[src/design/csp_pkg.sv]
// ----------------------------------------------------------------------------
// csp_pkg
// Shared widths, register indexes and handoff types of the current meter.
// ----------------------------------------------------------------------------
package csp_pkg;

    localparam int CFG_DATA_W = 19;
    localparam int CFG_IDX_W  = 3;
    localparam int PEAK_W     = 19;
    localparam int GAIN_W     = 16;
    localparam int WIN_W      = 16;
    localparam int OUT_W      = 16;
    localparam int PROD_W     = PEAK_W + GAIN_W;

    localparam logic [CFG_IDX_W-1:0] REG_ZERO_OFFSET    = 3'd0;
    localparam logic [CFG_IDX_W-1:0] REG_WINDOW_SAMPLES = 3'd1;
    localparam logic [CFG_IDX_W-1:0] REG_DEADBAND_SUM   = 3'd2;
    localparam logic [CFG_IDX_W-1:0] REG_GAIN_Q16       = 3'd3;

    localparam logic [WIN_W-1:0]  WINDOW_RESET   = 16'd5000;
    localparam logic [PEAK_W-1:0] DEADBAND_RESET = 19'd1228;
    localparam logic [GAIN_W-1:0] GAIN_RESET     = 16'd8214;
    localparam int                ZERO_RESET     = 1920;

    localparam logic [PEAK_W-1:0] PEAK_MAX = 19'h7FFFF;
    localparam logic [OUT_W-1:0]  OUT_MAX  = 16'hFFFF;
    localparam logic [PROD_W:0]   ROUND_HALF = 36'd32768;

    // ring fill status seen by the control logic
    typedef struct packed {
        logic filled;     // last cell holds a written sample
        logic fill_next;  // last cell holds one after the next shift
    } csp_fill_t;

    // finished window peak handed to the scaler
    typedef struct packed {
        logic              valid;
        logic [PEAK_W-1:0] peak;
    } csp_tok_t;

    // scaler settings
    typedef struct packed {
        logic [PEAK_W-1:0] deadband;
        logic [GAIN_W-1:0] gain;
    } csp_scale_cfg_t;

endpackage

[src/design/csp_cell.sv]
// ----------------------------------------------------------------------------
// csp_cell
// One tap of the averaging line: holds a deviation and its written flag.
// ----------------------------------------------------------------------------
module csp_cell
    import csp_pkg::*;
#(
    parameter int W = 13
)
(
    input  logic         clk,
    input  logic         rst_n,
    input  logic         shift,
    input  logic [W-1:0] d_in,
    input  logic         v_in,
    output logic [W-1:0] d_out,
    output logic         v_out
);

    logic [W-1:0] data_reg;
    logic         valid_reg;

    always_ff @(posedge clk or negedge rst_n)
    begin
        if (!rst_n)
        begin
            data_reg  <= '0;
            valid_reg <= 1'b0;
        end
        else if (shift)
        begin
            data_reg  <= d_in;
            valid_reg <= v_in;
        end
    end

    assign d_out = data_reg;
    assign v_out = valid_reg;

endmodule

[src/design/csp_chain.sv]
// ----------------------------------------------------------------------------
// csp_chain
// Row of averaging cells; the last cell gives the sample leaving the window.
// ----------------------------------------------------------------------------
module csp_chain
    import csp_pkg::*;
#(
    parameter int DEPTH = 100,
    parameter int W     = 13
)
(
    input  logic         clk,
    input  logic         rst_n,
    input  logic         shift,
    input  logic [W-1:0] din,
    output logic [W-1:0] oldest,
    output csp_fill_t    fill
);

    logic [W-1:0] d [DEPTH];
    logic         v [DEPTH];

    genvar i;
    generate
        for (i = 0; i < DEPTH; i++)
        begin : g_cell
            if (i == 0)
            begin : g_head
                csp_cell #(.W(W)) u_cell (
                    .clk   (clk),
                    .rst_n (rst_n),
                    .shift (shift),
                    .d_in  (din),
                    .v_in  (1'b1),
                    .d_out (d[i]),
                    .v_out (v[i])
                );
            end
            else
            begin : g_body
                csp_cell #(.W(W)) u_cell (
                    .clk   (clk),
                    .rst_n (rst_n),
                    .shift (shift),
                    .d_in  (d[i-1]),
                    .v_in  (v[i-1]),
                    .d_out (d[i]),
                    .v_out (v[i])
                );
            end
        end
    endgenerate

    assign oldest         = d[DEPTH-1];
    assign fill.filled    = v[DEPTH-1];
    assign fill.fill_next = v[DEPTH-2];

endmodule

[src/design/csp_scale.sv]
// ----------------------------------------------------------------------------
// csp_scale
// Peak to milliamps: gain multiply, deadband, round half up, saturate.
// ----------------------------------------------------------------------------
module csp_scale
    import csp_pkg::*;
(
    input  logic              clk,
    input  logic              rst_n,
    input  csp_scale_cfg_t    cfg,
    input  csp_tok_t          tok,
    output logic              tok_ready,
    output logic              out_valid,
    input  logic              out_ready,
    output logic [OUT_W-1:0]  current_ma
);

    logic              pk_valid_reg;
    logic [PEAK_W-1:0] pk_reg;
    logic              prod_valid_reg;
    logic [PROD_W-1:0] prod_reg;
    logic              dead_reg;
    logic              out_valid_reg;
    logic [OUT_W-1:0]  cur_reg;

    logic              out_free;
    logic              prod_move;
    logic              pk_move;
    logic [PROD_W:0]   rounded;
    logic [OUT_W-1:0]  cur_next;

    assign out_free  = !out_valid_reg || out_ready;
    assign prod_move = prod_valid_reg && out_free;
    assign pk_move   = pk_valid_reg && (!prod_valid_reg || prod_move);
    assign tok_ready = !pk_valid_reg || pk_move;

    always_comb
    begin
        rounded = {1'b0, prod_reg} + ROUND_HALF;
        if (dead_reg)
            cur_next = '0;
        else if (|rounded[PROD_W:OUT_W+16])
            cur_next = OUT_MAX;
        else
            cur_next = rounded[OUT_W+15:16];
    end

    always_ff @(posedge clk or negedge rst_n)
    begin
        if (!rst_n)
        begin
            pk_valid_reg   <= 1'b0;
            prod_valid_reg <= 1'b0;
            out_valid_reg  <= 1'b0;
        end
        else
        begin
            if (tok_ready)
                pk_valid_reg <= tok.valid;
            if (!prod_valid_reg || prod_move)
                prod_valid_reg <= pk_valid_reg;
            if (out_free)
                out_valid_reg <= prod_valid_reg;
        end
    end

    always_ff @(posedge clk)
    begin
        if (tok_ready && tok.valid)
            pk_reg <= tok.peak;
        if (pk_move)
        begin
            prod_reg <= pk_reg * cfg.gain;
            dead_reg <= (pk_reg <= cfg.deadband);
        end
        if (prod_move)
            cur_reg <= cur_next;
    end

    assign out_valid  = out_valid_reg;
    assign current_ma = cur_reg;

endmodule

[src/design/current_sensor_peak_rms.sv]
// ----------------------------------------------------------------------------
// current_sensor_peak_rms
// Moving-average peak detector that reports the scaled windowed peak current in mA.
// ----------------------------------------------------------------------------
//   channel   | handshake              | payload
//   ----------+------------------------+---------------------------
//   input     | in_valid / in_ready    | adc_sample
//   output    | out_valid / out_ready  | current_ma
//   config    | cfg_wr_en              | cfg_index, cfg_data
//
// One sample per cycle while in_ready is high: the running sum closes its
// loop through one add and subtract per cycle, and the averaging line shifts
// once per accepted word. After its last sample is accepted, a window result
// passes the stage 1, scaler peak, gain product and output registers.
// Reset clears the averaging line, the sum, the peak and the window count.
// A waiting result stalls input only once the scaler stages are all full.
// ----------------------------------------------------------------------------
module current_sensor_peak_rms
    import csp_pkg::*;
#(
    parameter int AVG_DEPTH = 100,
    parameter int ADC_BITS  = 12
)
(
    input  logic                  clk,
    input  logic                  rst_n,
    input  logic                  cfg_wr_en,
    input  logic [CFG_IDX_W-1:0]  cfg_index,
    input  logic [CFG_DATA_W-1:0] cfg_data,
    input  logic                  in_valid,
    output logic                  in_ready,
    input  logic [ADC_BITS-1:0]   adc_sample,
    output logic                  out_valid,
    input  logic                  out_ready,
    output logic [OUT_W-1:0]      current_ma
);

    localparam int DEV_W = ADC_BITS + 1;
    localparam int SUM_W = DEV_W + $clog2(AVG_DEPTH);
    localparam int MAG_W = (SUM_W > PEAK_W) ? SUM_W : PEAK_W;
    localparam logic signed [SUM_W-1:0] DEPTH_S = SUM_W'(AVG_DEPTH);

    // configuration registers
    logic [ADC_BITS-1:0] zero_offset_reg;
    logic [WIN_W-1:0]    window_reg;
    csp_scale_cfg_t      scale_cfg_reg;

    // stage 1: sample after the ring update
    logic                    s1_valid_reg;
    logic signed [DEV_W-1:0] s1_dev_reg;
    logic signed [SUM_W-1:0] s1_sum_reg;
    logic                    s1_fill_reg;
    logic                    s1_last_reg;

    logic signed [SUM_W-1:0] sum_reg;
    logic signed [SUM_W-1:0] sum_next;
    logic [WIN_W-1:0]        count_reg;
    logic [WIN_W-1:0]        count_inc;
    logic [WIN_W-1:0]        limit;
    logic                    last_now;
    logic [PEAK_W-1:0]       peak_reg;
    logic [PEAK_W-1:0]       peak_next;

    logic signed [DEV_W-1:0] dev;
    logic [DEV_W-1:0]        oldest;
    csp_fill_t               fill;
    logic                    accept;
    logic                    s1_move;
    logic                    tok_ready;
    csp_tok_t                tok;

    logic signed [SUM_W-1:0] smooth;
    logic [SUM_W-1:0]        mag;
    logic [PEAK_W-1:0]       mag_sat;
    logic [PEAK_W-1:0]       peak_hi;

    always_ff @(posedge clk or negedge rst_n)
    begin
        if (!rst_n)
        begin
            zero_offset_reg        <= ADC_BITS'(ZERO_RESET);
            window_reg             <= WINDOW_RESET;
            scale_cfg_reg.deadband <= DEADBAND_RESET;
            scale_cfg_reg.gain     <= GAIN_RESET;
        end
        else if (cfg_wr_en)
        begin
            case (cfg_index)
                REG_ZERO_OFFSET:    zero_offset_reg        <= cfg_data[ADC_BITS-1:0];
                REG_WINDOW_SAMPLES: window_reg             <= cfg_data[WIN_W-1:0];
                REG_DEADBAND_SUM:   scale_cfg_reg.deadband <= cfg_data[PEAK_W-1:0];
                REG_GAIN_Q16:       scale_cfg_reg.gain     <= cfg_data[GAIN_W-1:0];
                default:            ;
            endcase
        end
    end

    assign s1_move  = s1_valid_reg && (!s1_last_reg || tok_ready);
    assign in_ready = !s1_valid_reg || s1_move;
    assign accept   = in_valid && in_ready;

    assign dev = $signed({1'b0, adc_sample}) - $signed({1'b0, zero_offset_reg});

    csp_chain #(.DEPTH(AVG_DEPTH), .W(DEV_W)) u_chain (
        .clk    (clk),
        .rst_n  (rst_n),
        .shift  (accept),
        .din    (dev),
        .oldest (oldest),
        .fill   (fill)
    );

    always_comb
    begin
        // drop the leaving sample, add the new one
        sum_next = sum_reg
                 - $signed({{(SUM_W-DEV_W){oldest[DEV_W-1]}}, oldest})
                 + $signed({{(SUM_W-DEV_W){dev[DEV_W-1]}}, dev});
        count_inc = count_reg + 1'b1;
        limit     = (window_reg == '0) ? WIN_W'(1) : window_reg;
        last_now  = (count_inc >= limit);
    end

    always_ff @(posedge clk or negedge rst_n)
    begin
        if (!rst_n)
        begin
            sum_reg      <= '0;
            count_reg    <= '0;
            s1_valid_reg <= 1'b0;
            peak_reg     <= '0;
        end
        else
        begin
            if (accept)
            begin
                sum_reg   <= sum_next;
                count_reg <= last_now ? '0 : count_inc;
            end
            if (in_ready)
                s1_valid_reg <= in_valid;
            if (s1_move)
                peak_reg <= peak_next;
        end
    end

    always_ff @(posedge clk)
    begin
        if (accept)
        begin
            s1_dev_reg  <= dev;
            s1_sum_reg  <= sum_next;
            s1_fill_reg <= fill.filled || fill.fill_next;
            s1_last_reg <= last_now;
        end
    end

    // peak stage: smoothed magnitude against the held peak
    always_comb
    begin
        smooth  = s1_fill_reg ? s1_sum_reg
                : SUM_W'($signed({{(SUM_W-DEV_W){s1_dev_reg[DEV_W-1]}}, s1_dev_reg})
                         * DEPTH_S);
        mag     = smooth[SUM_W-1] ? SUM_W'(-smooth) : SUM_W'(smooth);
        mag_sat = (MAG_W'(mag) > MAG_W'(PEAK_MAX)) ? PEAK_MAX : PEAK_W'(mag);
        peak_hi = (mag_sat > peak_reg) ? mag_sat : peak_reg;
        peak_next = s1_last_reg ? '0 : peak_hi;
    end

    assign tok.valid = s1_valid_reg && s1_last_reg;
    assign tok.peak  = peak_hi;

    csp_scale u_scale (
        .clk        (clk),
        .rst_n      (rst_n),
        .cfg        (scale_cfg_reg),
        .tok        (tok),
        .tok_ready  (tok_ready),
        .out_valid  (out_valid),
        .out_ready  (out_ready),
        .current_ma (current_ma)
    );

endmodule

[config.mk]
export PLATFORM = sky130hd
export DESIGN_NAME = current_sensor_peak_rms
export DESIGN_NICKNAME = d
export VERILOG_FILES = /design/src/design/csp_pkg.sv /design/src/design/csp_cell.sv /design/src/design/csp_chain.sv /design/src/design/csp_scale.sv /design/src/design/current_sensor_peak_rms.sv
export SDC_FILE = /design/constraint.sdc
export NUM_CORES = 2
export LEC_CHECK = 0
export BUFFER_PORTS_ARGS = -buffer_cell sky130_fd_sc_hd__buf_2
export CELL_PAD_IN_SITES_DETAIL_PLACEMENT = 1
export CELL_PAD_IN_SITES_GLOBAL_PLACEMENT = 1
export CORE_MARGIN = 2
export CORE_UTILIZATION = 51
export DETAILED_ROUTE_END_ITERATION = 10
export PLACE_DENSITY = 0.84
export SETUP_SLACK_MARGIN = 0.1
export SYNTH_ARGS = -nofsm -noshare
export SYNTH_HDL_FRONTEND = slang
export SYNTH_HIERARCHICAL = 1
export SYNTH_SLANG_ARGS = --single-unit
[constraint.sdc]
create_clock -name clk -period 48.4 [get_ports clk]
set_input_delay 0 -clock clk [delete_from_list [all_inputs] [get_ports clk]]
set_output_delay 0 -clock clk [all_outputs]
set_load 0.01 [all_outputs]
# [Word-level counts from Yosys, hierarchy flattened]
# Cells that the tools add are included.
[totals] reg_bits=1628 word_cells=266
[op_classes] add_sub_neg=6 mul=2 order_cmp=4 n_eq_ne=3 n_mux=8 reduce_logical=24
[op_table] op="19-bit two-way mux" n=3
[op_table] op="16-bit two-way mux" n=3
[op_table] op="20-bit two-way mux" n=2
[op_table] op="35-bit by 16-bit adder with 36-bit output, second input constant" n=1
[op_table] op="19-bit by 16-bit multiplier with 35-bit output" n=1
[op_table] op="20-bit by 13-bit adder with 20-bit output" n=1
[op_table] op="20-bit by 19-bit greater-than comparator with 1-bit output, second input constant" n=1
[op_table] op="20-bit negator" n=1
[op_table] op="20-bit by 13-bit subtractor with 20-bit output" n=1
[op_table] op="19-bit greater-than comparator" n=1
[op_table] op="19-bit <= comparator" n=1
[op_table] op="13-bit by 6-bit multiplier with 18-bit output, second input constant" n=1
[op_table] op="16-bit by 1-bit adder with 16-bit output, second input constant" n=1
[op_table] op="16-bit greater-or-equal comparator" n=1
[op_table] op="16-bit logical NOT" n=1
[op_table] op="12-bit by 12-bit subtractor with 13-bit output" n=1
[op_table] op="2-bit AND reduction" n=4
[op_table] op="3-bit by 2-bit equality test with 1-bit output, second input constant" n=2
[op_table] op="1-bit logical AND" n=6
[op_table] op="1-bit logical OR" n=6
[op_table] op="1-bit logical NOT" n=5
[op_table] op="4-bit OR reduction" n=1
[op_table] op="3-bit by 1-bit equality test with 1-bit output, second input constant" n=1
[op_table] op="3-bit logical NOT" n=1

# [Logic depth before layout (Yosys ltp)]
[logic_depth] ltp_word=10 ltp_mapped=27 depth_no_buf=24

# [Hierarchy]
# Netlist, hierarchy kept.
[modules_own_cells] mod="csp_cell" n_inst=100 cells_per_inst=29 area_per_inst_um2=519.2
[modules_own_cells] mod="csp_scale" n_inst=1 cells_per_inst=1324 area_per_inst_um2=12543.3
[modules_own_cells] mod="current_sensor_peak_rms" n_inst=1 cells_per_inst=1083 area_per_inst_um2=11019.3
[modules_own_cells] mod="csp_chain" n_inst=1 cells_per_inst=3 area_per_inst_um2=18.8

# [Worst setup path before layout]
# Ideal clock, no wire load.
[synth_path] path_type="register -> register" from="reg u_scale.out_valid_reg (netlist: u_scale/out_valid)" to="reg u_chain.g_cell[0].g_head.u_cell.data_reg[0]" setup_ps=152 t_arrival_ps=18797 required_time_ps=48248 setup_slack_ps=29451 path_stages_with_launch=8 n_path_buf=1 cell_sequence="dfrtp_1 > nor2b_1 > nand3_1 > nand3b_1 > nand2_1 > inv_2 > clkbuf_1 > mux2_2"
[synth_via] elab_chain_len=10
[synth_lines] item="start, declared" line_no="csp_scale.sv:23" text="logic out_valid_reg;"
[synth_lines] item="start signal, assigned" line_no="csp_scale.sv:63" text="out_valid_reg <= prod_valid_reg;"
[synth_lines] item="1-bit logical NOT" line_no="csp_scale.sv:32" text="assign out_free = !out_valid_reg || out_ready;"
[synth_lines] item="1-bit logical OR" line_no="csp_scale.sv:32"
[synth_lines] item="1-bit logical AND" line_no="csp_scale.sv:33" text="assign prod_move = prod_valid_reg && out_free;"
[synth_lines] item="1-bit logical OR" line_no="csp_scale.sv:34" text="assign pk_move = pk_valid_reg && (!prod_valid_reg || prod_move);"
[synth_lines] item="1-bit logical AND" line_no="csp_scale.sv:34"
[synth_lines] item="1-bit logical OR" line_no="csp_scale.sv:35" text="assign tok_ready = !pk_valid_reg || pk_move;"
[synth_lines] item="named net tok_ready" line_no="current_sensor_peak_rms.sv:69" text="logic tok_ready;"
[synth_lines] item="1-bit logical OR" line_no="current_sensor_peak_rms.sv:98" text="assign s1_move = s1_valid_reg && (!s1_last_reg || tok_ready);"
[synth_lines] item="1-bit logical AND" line_no="current_sensor_peak_rms.sv:98"
[synth_lines] item="1-bit logical OR" line_no="current_sensor_peak_rms.sv:99" text="assign in_ready = !s1_valid_reg || s1_move;"
[synth_lines] item="named net in_ready" line_no="current_sensor_peak_rms.sv:31" text="output logic in_ready,"
[synth_lines] item="1-bit logical AND" line_no="current_sensor_peak_rms.sv:100" text="assign accept = in_valid && in_ready;"
[synth_lines] item="named net accept" line_no="current_sensor_peak_rms.sv:67" text="logic accept;"
[synth_lines] item="end signal, assigned" line_no="csp_cell.sv:32" text="data_reg <= d_in;"
[synth_lines] item="end, declared" line_no="csp_cell.sv:20" text="logic [W-1:0] data_reg;"
# The timed path passes the listed nets, and every way through them passes these cells.
# A chain may end at the register's enable or synchronous reset.

# [Worst setup path after layout]
[layout_path] from="reg s1_dev_reg[2]" to="reg peak_reg[7]"
[layout_via] elab_chain_len=9
[layout_lines] item="start, declared" line_no="current_sensor_peak_rms.sv:50" text="logic signed [DEV_W-1:0] s1_dev_reg;"
[layout_lines] item="start signal, assigned" line_no="current_sensor_peak_rms.sv:151" text="s1_dev_reg <= dev;"
[layout_lines] item="13-bit by 6-bit multiplier with 18-bit output *" line_no="current_sensor_peak_rms.sv:163" text="* DEPTH_S);"
[layout_lines] item="20-bit two-way mux *" line_no="current_sensor_peak_rms.sv:161" text="smooth = s1_fill_reg ? s1_sum_reg"
[layout_lines] item="20-bit negator" line_no="current_sensor_peak_rms.sv:164" text="mag = smooth[SUM_W-1] ? SUM_W'(-smooth) : SUM_W'(smooth);"
[layout_lines] item="20-bit two-way mux *" line_no="current_sensor_peak_rms.sv:164"
[layout_lines] item="20-bit by 19-bit greater-than comparator with 1-bit output" line_no="current_sensor_peak_rms.sv:165" text="mag_sat = (MAG_W'(mag) > MAG_W'(PEAK_MAX)) ? PEAK_MAX : PEAK_W'(mag);"
[layout_lines] item="19-bit two-way mux *" line_no="current_sensor_peak_rms.sv:165"
[layout_lines] item="19-bit greater-than comparator" line_no="current_sensor_peak_rms.sv:166" text="peak_hi = (mag_sat > peak_reg) ? mag_sat : peak_reg;"
[layout_lines] item="19-bit two-way mux *" line_no="current_sensor_peak_rms.sv:166"
[layout_lines] item="19-bit two-way mux *" line_no="current_sensor_peak_rms.sv:167" text="peak_next = s1_last_reg ? '0 : peak_hi;"
[layout_lines] item="end signal, assigned" line_no="current_sensor_peak_rms.sv:143" text="peak_reg <= peak_next;"
[layout_lines] item="end, declared" line_no="current_sensor_peak_rms.sv:61" text="logic [PEAK_W-1:0] peak_reg;"
# Every way passes the cells marked *; elsewhere a longest branch is shown, timed or not.

==> flow_summary.json <==
{
  "synth_area_um2": 75500,
  "yosysTopAreaCell": "dfrtp_1",
  "core-area_um2": 147000,
  "relSlewSlack_pct": 12.0,
  "grt_overflow": 0,
  "seq_area_frac_synth_pct": 54.1,
  "final_antenna_net_count": 0,
  "finClkSkew_ns": 0.0372,
  "startpoint": "s1_dev_reg[2]",
  "rsz0062_at_grt": "no",
  "path_max_fanout": 17,
  "ys_ff_latch": 1613,
  "grt_usage_pct": 24.0,
  "critical-path-slowest-cell": "or4b_1",
  "end_kind": "flip-flop",
  "grt_max_degree": 201,
  "synth_nets": 5847,
  "grt_antenna_before_repair": 10,
  "crit_family": "simple AND/OR/NAND/NOR gates",
  "cp_data_required_time_ns": 49.05,
  "crit_path_max_incr_delay_ns": 0.91,
  "syn_area_per_cell_um2": 14.2,
  "via_per_inst": 5.60,
  "synth_flop_cell": "dfrtp_1",
  "finalCritPeriodShare_pct": 15.8,
  "hold_class": "input pin to flip-flop",
  "grt_pass1_vias": 48600,
  "cp_num_buf_inv": 2,
  "hold_start": "adc_sample[9]",
  "wl_per_cell_um": 23.8,
  "die_h_um": 389,
  "yosysUniqueCellTypes": 99,
  "clock.fmax_mhz": 131,
  "die_w_um": 389,
  "route.vias.total": 41900,
  "placed_area_um2": 77100,
  "final_cell_area_um2": 83100,
  "synth_top_cell_area_share_pct": 49.8,
  "drtPass1Iterations": 5,
  "layout-drive-gt1-share_pct": 34.5,
  "r2r_start": "s1_dev_reg[2]",
  "setup-tns-final_ns": 0,
  "routed_wl_um": 178000,
  "htreeDepth": 4,
  "place.gp.congestion": 0.842,
  "clock_latency_ns": 0.80,
  "setup.worst_path.start_class": "flip-flop",
  "fin_nets": 5964,
  "tightest_slew_ns": 1.31,
  "port_buffers": 56,
  "postSynthCellCount": 5310,
  "critical_path_class": "flip-flop to flip-flop",
  "initial_core_util_pct": 51.3,
  "clockBufferDepth": 3,
  "post_cts_buffers": 0,
  "num_io_pins": 57,
  "outcome": "finished clean",
  "cts.sinks": 1613,
  "path_clk_slew_ns": 0.06,
  "row_count": 141,
  "ys.warnings.count": 6,
  "crit_arrival_ns": 8.32,
  "hpwlAfterDp_um": 105000,
  "fin_crit_ns": 7.66,
  "slew_viol_final": 0,
  "largest_register_ffs": 1287,
  "synth_edf_count": 91,
  "synthTopCellsByArea": "dfrtp_1 50%, mux2_2 22%, fa_1 7.1%",
  "crit_path_cell_trace": "ha_1, fa_1, ha_1, ha_1, inv_1, fa_1, nor2b_1, o21ai_2, nand3b_2, a2111oi_4, a211oi_2, or4b_1, nand2_1, ha_1, nand2_1, nor2_1, nand2_1, a311o_1, o211ai_1, o41ai_2, buf_4, o21ai_0, nand2_1, a22o_1",
  "setup_viol": 0,
  "cts_tree": "done",
  "cts_resized": 0,
  "area.growth.synth_to_final_pct": 10.1,
  "drc": 0,
  "grt_pass1_wl_um": 286000,
  "drt-initial-drc-count": 2244,
  "cts-root-buf": "clkbuf_16",
  "dieArea_um2": 151000,
  "async_flop_share_pct": 94.4,
  "maxCapViolCount": 0,
  "numCtsBuffers": 164,
  "hold_violations": 0
}
layout by cell type (no fill, tap or decap), types with 14 or more instances in the layout:
master         instances
clkinv_2              30
dfstp_2               18
nor2b_1               18
a21o_1                47
and2_1               146
a22o_1                24
buf_2                 55
o21a_1                16
inv_1                417
xor2_1                43
clkbuf_16            166
o21ai_0               76
edfxtp_1              91
buf_4                 35
dfrtp_1             1504
o21ai_1               14
ha_1                 232
nor3_1                18
nor2_1                62
mux2_2              1466
fa_1                 266
clkbuf_1              36
dlygate4sd3_1         38
nand2_1              280
clkbuf_8              32
nand4_1               16
nand3_1               26
a21oi_1               69
xnor2_1               53
and3_1                24
timing repair:
| item | in CTS | in global routing |
|---|---|---|
| endpoints found under the setup margin | 0 | 0 |
| hold buffers | 39 | 0 |
| hold endpoints to repair | 232 | 0 |
kinds of logic after synthesis:
kind of cell,after synthesis,share of synthesized area (%)
AO/OA/AOI/OAI,352,3.22
XOR/XNOR,96,1.11
adder cells (fa/ha/maj),498,10.9
buffers and inverters,603,4.05
flip-flops,1613,54.1
multiplexers,1477,22.0
other,1,0.00497
AND/OR/NAND/NOR,670,4.60
synthesized netlist by cell type, drive strengths merged (26+ instances only):
library cell / count
and3: 26
edfxtp: 91
fa: 266
o21ai: 93
dfrtp: 1504
ha: 232
nand3: 27
clkbuf: 66
nand2: 290
mux2: 1468
inv: 419
buf: 118
a21o: 47
and2: 147
xnor2: 53
nor2: 64
xor2: 43
a21oi: 81
metal layers:
metal | share of wire [%] | global-route usage, % | wire, um
met1 | 41 | 29.7 | 72600
met4 | 3.0 | 7.81 | 5400
met3 | 3.6 | 3.68 | 6480
met5 | 0.011 | 0 | 19
met2 | 53 | 43.1 | 93900
final timing paths:
path                                                              endpoint  slack (ns)  depth (start not counted)
worst max-delay path                                           peak_reg[7]       40.74                         24
worst min-delay path                                         s1_dev_reg[9]        0.08                          3
worst max register to register                                 peak_reg[7]       40.74                         24
worst min register to register  u_chain/g_cell[54].g_body.u_cell/d_out[11]        0.49                          1
max in group asynchronous        u_chain/g_cell[65].g_body.u_cell/d_out[9]       44.37                          7
min in group asynchronous                                scale_cfg_reg[18]        0.46                          3
final cells by class:
class	instances	area, um^2
timing repair buffer	135	1070
clock buffer	234	4730
inverter	419	1580
multi-input combinational	3094	31700
clock inverter	62	808
fill	13700	64200
antenna	3	7.51
tap	1930	2410
sequential	1613	40800
stage by stage:
stage | instances | hold slack, ns | utilization [%] | setup slack (ns)
finish | 7490 | 0.0823 | 56.4 | 40.74
global route | 7488 | 0.0586 | 56.4 | 40.28
CTS | 7487 | 0.0133 | 56.4 | 40.67
detailed placement | 7152 | 0.0247 | 52.4 | 40.74
global placement | 7152 | 0.0271 | 52.4 | 40.86
floorplan | 5310 | -0.296 | - | 29.45
worst reg2reg max path, cell delays in order (launching register included):
cell	delay, ns
edfxtp_1	0.49
ha_1	0.34
fa_1	0.45
ha_1	0.30
ha_1	0.20
inv_1	0.08
fa_1	0.47
nor2b_1	0.23
o21ai_2	0.10
nand3b_2	0.16
a2111oi_4	0.10
a211oi_2	0.85
or4b_1	0.91
nand2_1	0.25
ha_1	0.37
nand2_1	0.08
nor2_1	0.13
nand2_1	0.12
a311o_1	0.29
o211ai_1	0.24
o41ai_2	0.17
buf_4	0.23
o21ai_0	0.17
nand2_1	0.45
a22o_1	0.37
Power is not shown: default switching activity piles up to over one toggle a cycle in this logic, so the estimate is an artifact.
